<file path="config.mk">
export PLATFORM = sky130hd
export DESIGN_NAME = hbs_ctrl
export DESIGN_NICKNAME = d
export VERILOG_FILES = /design/src/design/hbs_pkg.sv /design/src/design/hbs_ctrl.sv
export SDC_FILE = /design/constraint.sdc
export NUM_CORES = 1
export LEC_CHECK = 0
export ABC_AREA = 0
export CELL_PAD_IN_SITES_DETAIL_PLACEMENT = 1
export CELL_PAD_IN_SITES_GLOBAL_PLACEMENT = 1
export CORE_ASPECT_RATIO = 1.5
export CORE_MARGIN = 3
export CORE_UTILIZATION = 48
export CTS_CLUSTER_DIAMETER = 200
export DETAILED_ROUTE_END_ITERATION = 6
export DONT_BUFFER_PORTS = 1
export PLACE_DENSITY = 0.85
export RECOVER_POWER = 100
export SYNTH_ARGS = -nofsm -noshare
export SYNTH_HDL_FRONTEND = slang
export SYNTH_SLANG_ARGS = --single-unit
export TNS_END_PERCENT = 100
</file>
<file path="constraint.sdc">
create_clock -name clk -period 4.2 [get_ports clk]
set_input_delay 0.42 -clock clk [delete_from_list [all_inputs] [get_ports clk]]
set_output_delay 0.42 -clock clk [all_outputs]
set_load 0.05 [all_outputs]
</file>
<file path="src/design/hbs_pkg.sv">
// Shared types and constants of the heightmap bilinear sampler.
// Used by the channel interfaces, the controller, the datapath and the top level.
package hbs_pkg;

  localparam int DEF_MAX_WIDTH  = 256;
  localparam int DEF_MAX_HEIGHT = 256;

  localparam int POS_W    = 24;
  localparam int CELL_W   = 8;
  localparam int VALUE_W  = 18;
  localparam int HEIGHT_W = 16;
  localparam int DIM_W    = 9;
  localparam int SCALE_W  = 24;
  localparam int CFG_IDX_W  = 2;
  localparam int CFG_DATA_W = 24;

  localparam logic [CFG_IDX_W-1:0] CFG_MAP_WIDTH  = 2'd0;
  localparam logic [CFG_IDX_W-1:0] CFG_MAP_HEIGHT = 2'd1;
  localparam logic [CFG_IDX_W-1:0] CFG_INV_SCALE  = 2'd2;

  localparam logic [DIM_W-1:0]   MAP_DIM_RESET   = 9'd0;
  localparam logic [SCALE_W-1:0] INV_SCALE_RESET = 24'd65536;

  localparam logic OP_WRITE  = 1'b0;
  localparam logic OP_SAMPLE = 1'b1;

  typedef enum logic [1:0] {
    CORNER_00,
    CORNER_10,
    CORNER_01,
    CORNER_11
  } corner_t;

  typedef enum logic [3:0] {
    MUL_NONE,
    MUL_X_LO,
    MUL_X_HI,
    MUL_Z_LO,
    MUL_Z_HI,
    MUL_TOP_A,
    MUL_TOP_B,
    MUL_BOT_A,
    MUL_BOT_B,
    MUL_SUM_A,
    MUL_SUM_B
  } mul_op_t;

  typedef struct packed {
    logic    capture;
    logic    mem_write;
    logic    mem_read;
    corner_t corner;
    mul_op_t mul_op;
    logic    clamp;
    logic    out_load;
  } hbs_cmd_t;

  typedef struct packed {
    logic small_map;
  } hbs_stat_t;

endpackage

</file>
<file path="src/design/hbs_ctrl.sv">
// Sequencing controller of the heightmap bilinear sampler.
// Depends on hbs_pkg; drives the datapath through hbs_cmd_t and owns the handshakes.
module hbs_ctrl import hbs_pkg::*; (
  input  logic      clk,
  input  logic      rst_n,
  input  logic      in_valid,
  input  logic      in_op,
  output logic      in_ready,
  output logic      out_valid,
  input  logic      out_ready,
  input  hbs_stat_t stat,
  output hbs_cmd_t  cmd
);

  typedef enum logic [14:0] {
    S_IDLE  = 15'b000000000000001,
    S_WRITE = 15'b000000000000010,
    S_MXL   = 15'b000000000000100,
    S_MXH   = 15'b000000000001000,
    S_MZL   = 15'b000000000010000,
    S_MZH   = 15'b000000000100000,
    S_CLAMP = 15'b000000001000000,
    S_RD00  = 15'b000000010000000,
    S_RD10  = 15'b000000100000000,
    S_RD01  = 15'b000001000000000,
    S_RD11  = 15'b000010000000000,
    S_IP0   = 15'b000100000000000,
    S_IP1   = 15'b001000000000000,
    S_IP2   = 15'b010000000000000,
    S_DONE  = 15'b100000000000000
  } state_t;

  state_t state_r;
  state_t state_nxt;
  logic   out_valid_r;
  logic   out_valid_nxt;

  always_comb begin
    state_nxt     = state_r;
    cmd.capture   = 1'b0;
    cmd.mem_write = 1'b0;
    cmd.mem_read  = 1'b0;
    cmd.corner    = CORNER_00;
    cmd.mul_op    = MUL_NONE;
    cmd.clamp     = 1'b0;
    cmd.out_load  = 1'b0;
    case (state_r)
      S_IDLE: begin
        if (in_valid) begin
          cmd.capture = 1'b1;
          if (in_op == OP_WRITE) begin
            state_nxt = S_WRITE;
          end else if (stat.small_map) begin
            state_nxt = S_DONE;
          end else begin
            state_nxt = S_MXL;
          end
        end
      end
      S_WRITE: begin
        cmd.mem_write = 1'b1;
        state_nxt     = S_IDLE;
      end
      S_MXL: begin
        cmd.mul_op = MUL_X_LO;
        state_nxt  = S_MXH;
      end
      S_MXH: begin
        cmd.mul_op = MUL_X_HI;
        state_nxt  = S_MZL;
      end
      S_MZL: begin
        cmd.mul_op = MUL_Z_LO;
        state_nxt  = S_MZH;
      end
      S_MZH: begin
        cmd.mul_op = MUL_Z_HI;
        state_nxt  = S_CLAMP;
      end
      S_CLAMP: begin
        cmd.clamp = 1'b1;
        state_nxt = S_RD00;
      end
      S_RD00: begin
        cmd.mem_read = 1'b1;
        cmd.corner   = CORNER_00;
        state_nxt    = S_RD10;
      end
      S_RD10: begin
        cmd.mem_read = 1'b1;
        cmd.corner   = CORNER_10;
        cmd.mul_op   = MUL_TOP_A;
        state_nxt    = S_RD01;
      end
      S_RD01: begin
        cmd.mem_read = 1'b1;
        cmd.corner   = CORNER_01;
        cmd.mul_op   = MUL_TOP_B;
        state_nxt    = S_RD11;
      end
      S_RD11: begin
        cmd.mem_read = 1'b1;
        cmd.corner   = CORNER_11;
        cmd.mul_op   = MUL_BOT_A;
        state_nxt    = S_IP0;
      end
      S_IP0: begin
        cmd.mul_op = MUL_BOT_B;
        state_nxt  = S_IP1;
      end
      S_IP1: begin
        cmd.mul_op = MUL_SUM_A;
        state_nxt  = S_IP2;
      end
      S_IP2: begin
        cmd.mul_op = MUL_SUM_B;
        state_nxt  = S_DONE;
      end
      S_DONE: begin
        if (!out_valid_r || out_ready) begin
          cmd.out_load = 1'b1;
          state_nxt    = S_IDLE;
        end
      end
      default: begin
        state_nxt = S_IDLE;
      end
    endcase
  end

  always_comb begin
    if (cmd.out_load) begin
      out_valid_nxt = 1'b1;
    end else if (out_ready) begin
      out_valid_nxt = 1'b0;
    end else begin
      out_valid_nxt = out_valid_r;
    end
  end

  always_ff @(posedge clk) begin
    if (!rst_n) begin
      state_r     <= S_IDLE;
      out_valid_r <= 1'b0;
    end else begin
      state_r     <= state_nxt;
      out_valid_r <= out_valid_nxt;
    end
  end

  assign in_ready  = (state_r == S_IDLE);
  assign out_valid = out_valid_r;

endmodule

</file>
==> reports/qor.yml <==
die_height_um: 60.0
setup_viol: 0
wl_per_cell_um: 18.9
synthFlopType: "dfxtp_1"
gr-usage-met3: 0.0271
core_area_um2: 1730
vias: 818
n_fill_cell: 212
post_cts_resized: 0
area_delta_synth_final_pct: 4.69
routed_wl_mm: 2.44
cts.sinks: 16
die_area_um2: 2520
clk_pin_slew_ns: 0.10
tightest_slew_ns: 1.64
cp-startpoint: "state_r[4]"
placedInstanceArea_um2: 975
cp.depth: 5
hold_buffers: 0
place.detailed.hpwl_mm: 1.82
top_level_ports: 19
critPathRequiredTime_ns: 3.78
antenna_found_initial: 0
rsz0062_at_grt: "false"
drive_above_1_share: 0.138
setup-tns-final_ns: 0
htree_levels: 1
drt_iter0_markers: 19
leakage_uw: 0.000372
grt_first_pass_wirelength_mm: 4.18
synthArstFlopShare: 0
vdd_drop_max_v: 0.000188
cts_tree: "yes"
gp_congestion: 0.736
max_slew_margin: -0.105
cp_cell_sequence: "nor4_1 > nand3_2 > or4_1 > clkinvlp_2 > and2_4"
reg2reg_from: "state_r[4]"
violations: "capacitance limit, slew limit"
root_buffer: "clkbuf_4"
drtPass1Iterations: 4
power.total_uw: 322
layout_common_cells: "dfxtp_1, nor2_1, nor3_1, nand2_1, nand2b_1"
drc_errors: 0
synth_seq_area_share: 0.343
crit_path_end_kind: "output pin"
clk_path_buf_depth: 2
r2r_cells: 5
syn_area_um2: 935
reg2reg_slack_ns: 1.24
period_share: 0.784
fin_crit_ns: 3.29
drv_slew: 2
cts_made_buffers: 3
grt_busiest_layer: "met2"
critPathKind: "reg -> out"
start_kind: "register"
fin_area_um2: 978
grt_max_degree: 14
timing.fmax_mhz: 304
drv_cap: 1
critPathBufInv: 1
ant_nets: 0
start_util: 0.539
ys_seq_elements: 16
die-width_um: 42.0
diodes: 0
worstSkewPairLatency_ns: 0.29
slowest_delay_ns: 0.67
gr-total-overflow: 0
netlist-cell-type-count: 43
via_per_inst: 6.34
cp_top_family: "simple AND/OR/NAND/NOR gates"
syn_nets: 111
grt_use_met1: 0.233
endpoint: "cmd[10]"
track_usage: 0.223
rows: 18
global_route.usage.met2: 0.442
outcome: "finished, violations left"
synth_area_per_cell_um2: 8.90
finalClockSkew_ns: 0.00179
min_path_type: "in -> reg"
worstPathMaxFanout: 5
cp.arrival_ns: 2.87
io_buffer_count: 0
synth_edf_count: 0
powerDensity_nw_per_um2: 329
syn_inst: 105
r2r_end: "state_r[0]"
final_common_cell: "dfxtp_1"
hold_viol: 0
cp_slowest_cell: "or4_1"
post_cts_buffers: 0
nNetsFinal: 116
yosysWarnings: 0
grt_pass1_vias: 874
## worst register-to-register path, delay by kind of cell, from the launching register on
family	cells	cell delay [ns]
flip-flops	1	0.37
AO/OA/AOI/OAI	1	0.29
AND/OR/NAND/NOR	4	2.20
## worst min path at each step
stage / start / end / slack (ns) / cells after the start
2_1_floorplan: state_r[3] / state_r[4] / 0.50 / 2
3_3_place_gp: rst_n / state_r[7] / 0.56 / 1
3_5_place_dp: rst_n / state_r[7] / 0.56 / 1
4_1_cts: rst_n / state_r[7] / 0.24 / 1
5_1_grt: rst_n / state_r[7] / 0.24 / 1
6_report: rst_n / state_r[7] / 0.24 / 1
## metrics by stage
| stage | setup slack (ns) | cells | hold slack [ns] | util |
|---|---|---|---|---|
| final | 0.907 | 129 | 0.241 | 0.564 |
| after global routing | 0.740 | 129 | 0.237 | 0.564 |
| after CTS | 1.35 | 129 | 0.244 | 0.583 |
| after detailed placement | 1.68 | 125 | 0.559 | 0.562 |
| after global placement | 1.75 | 125 | 0.557 | 0.562 |
| after floorplan | 1.14 | 105 | 0.500 | - |
## metal layers
layer | wire, µm | vias to the layer above
met5 | 0 | -
met4 | 41 | 0
met3 | 122 | 7
met2 | 1340 | 22
met1 | 937 | 393
li1 | - | 396
## logic make-up after synthesis
kind of cell,after synthesis,synth area share
compound gates,13,0.110
xor+xnor,4,0.0375
buf+inv,5,0.0348
simple gates,67,0.475
flops,16,0.343
## sequential cells by signal (all words and copies together) (netlist names)
| signal | count |
|---|---|
| state_r | 15 |
| out_valid | 1 |
## cell usage after synthesis (2+ instances only)
library cell  count  share of area
a21o_1            2          0.016
dfxtp_1          16           0.34
nand2_1           8          0.032
nand2b_1          7          0.047
nand3_1           4          0.021
nand4b_1          3          0.028
nor2_1           12          0.048
nor3_1            9          0.048
nor4_1            4          0.027
nor4_4            3          0.068
o21ai_0           3          0.016
xor2_1            3          0.028
## final cells by class
| cell class | count | area [µm²] | area share |
|---|---|---|---|
| Clock buffer | 4 | 36.3 | 0.0371 |
| Tap cell | 20 | 25.0 | 0.0256 |
| Multi-Input combinational cell | 84 | 569 | 0.582 |
| Inverter | 2 | 8.76 | 0.00895 |
| Sequential cell | 16 | 320 | 0.327 |
| Timing Repair Buffer | 3 | 18.8 | 0.0192 |
## where the power goes
group	switching (µW)	total [µW]	internal [µW]	leakage, µW
clock	52.1	105	52.9	0.0000210
sequential	6.39	161	155	0.000129
combinational	40.9	56.2	15.3	0.000222
total	99.4	322	223	0.000372
No activity file was read; power rests on OpenSTA's default activity.
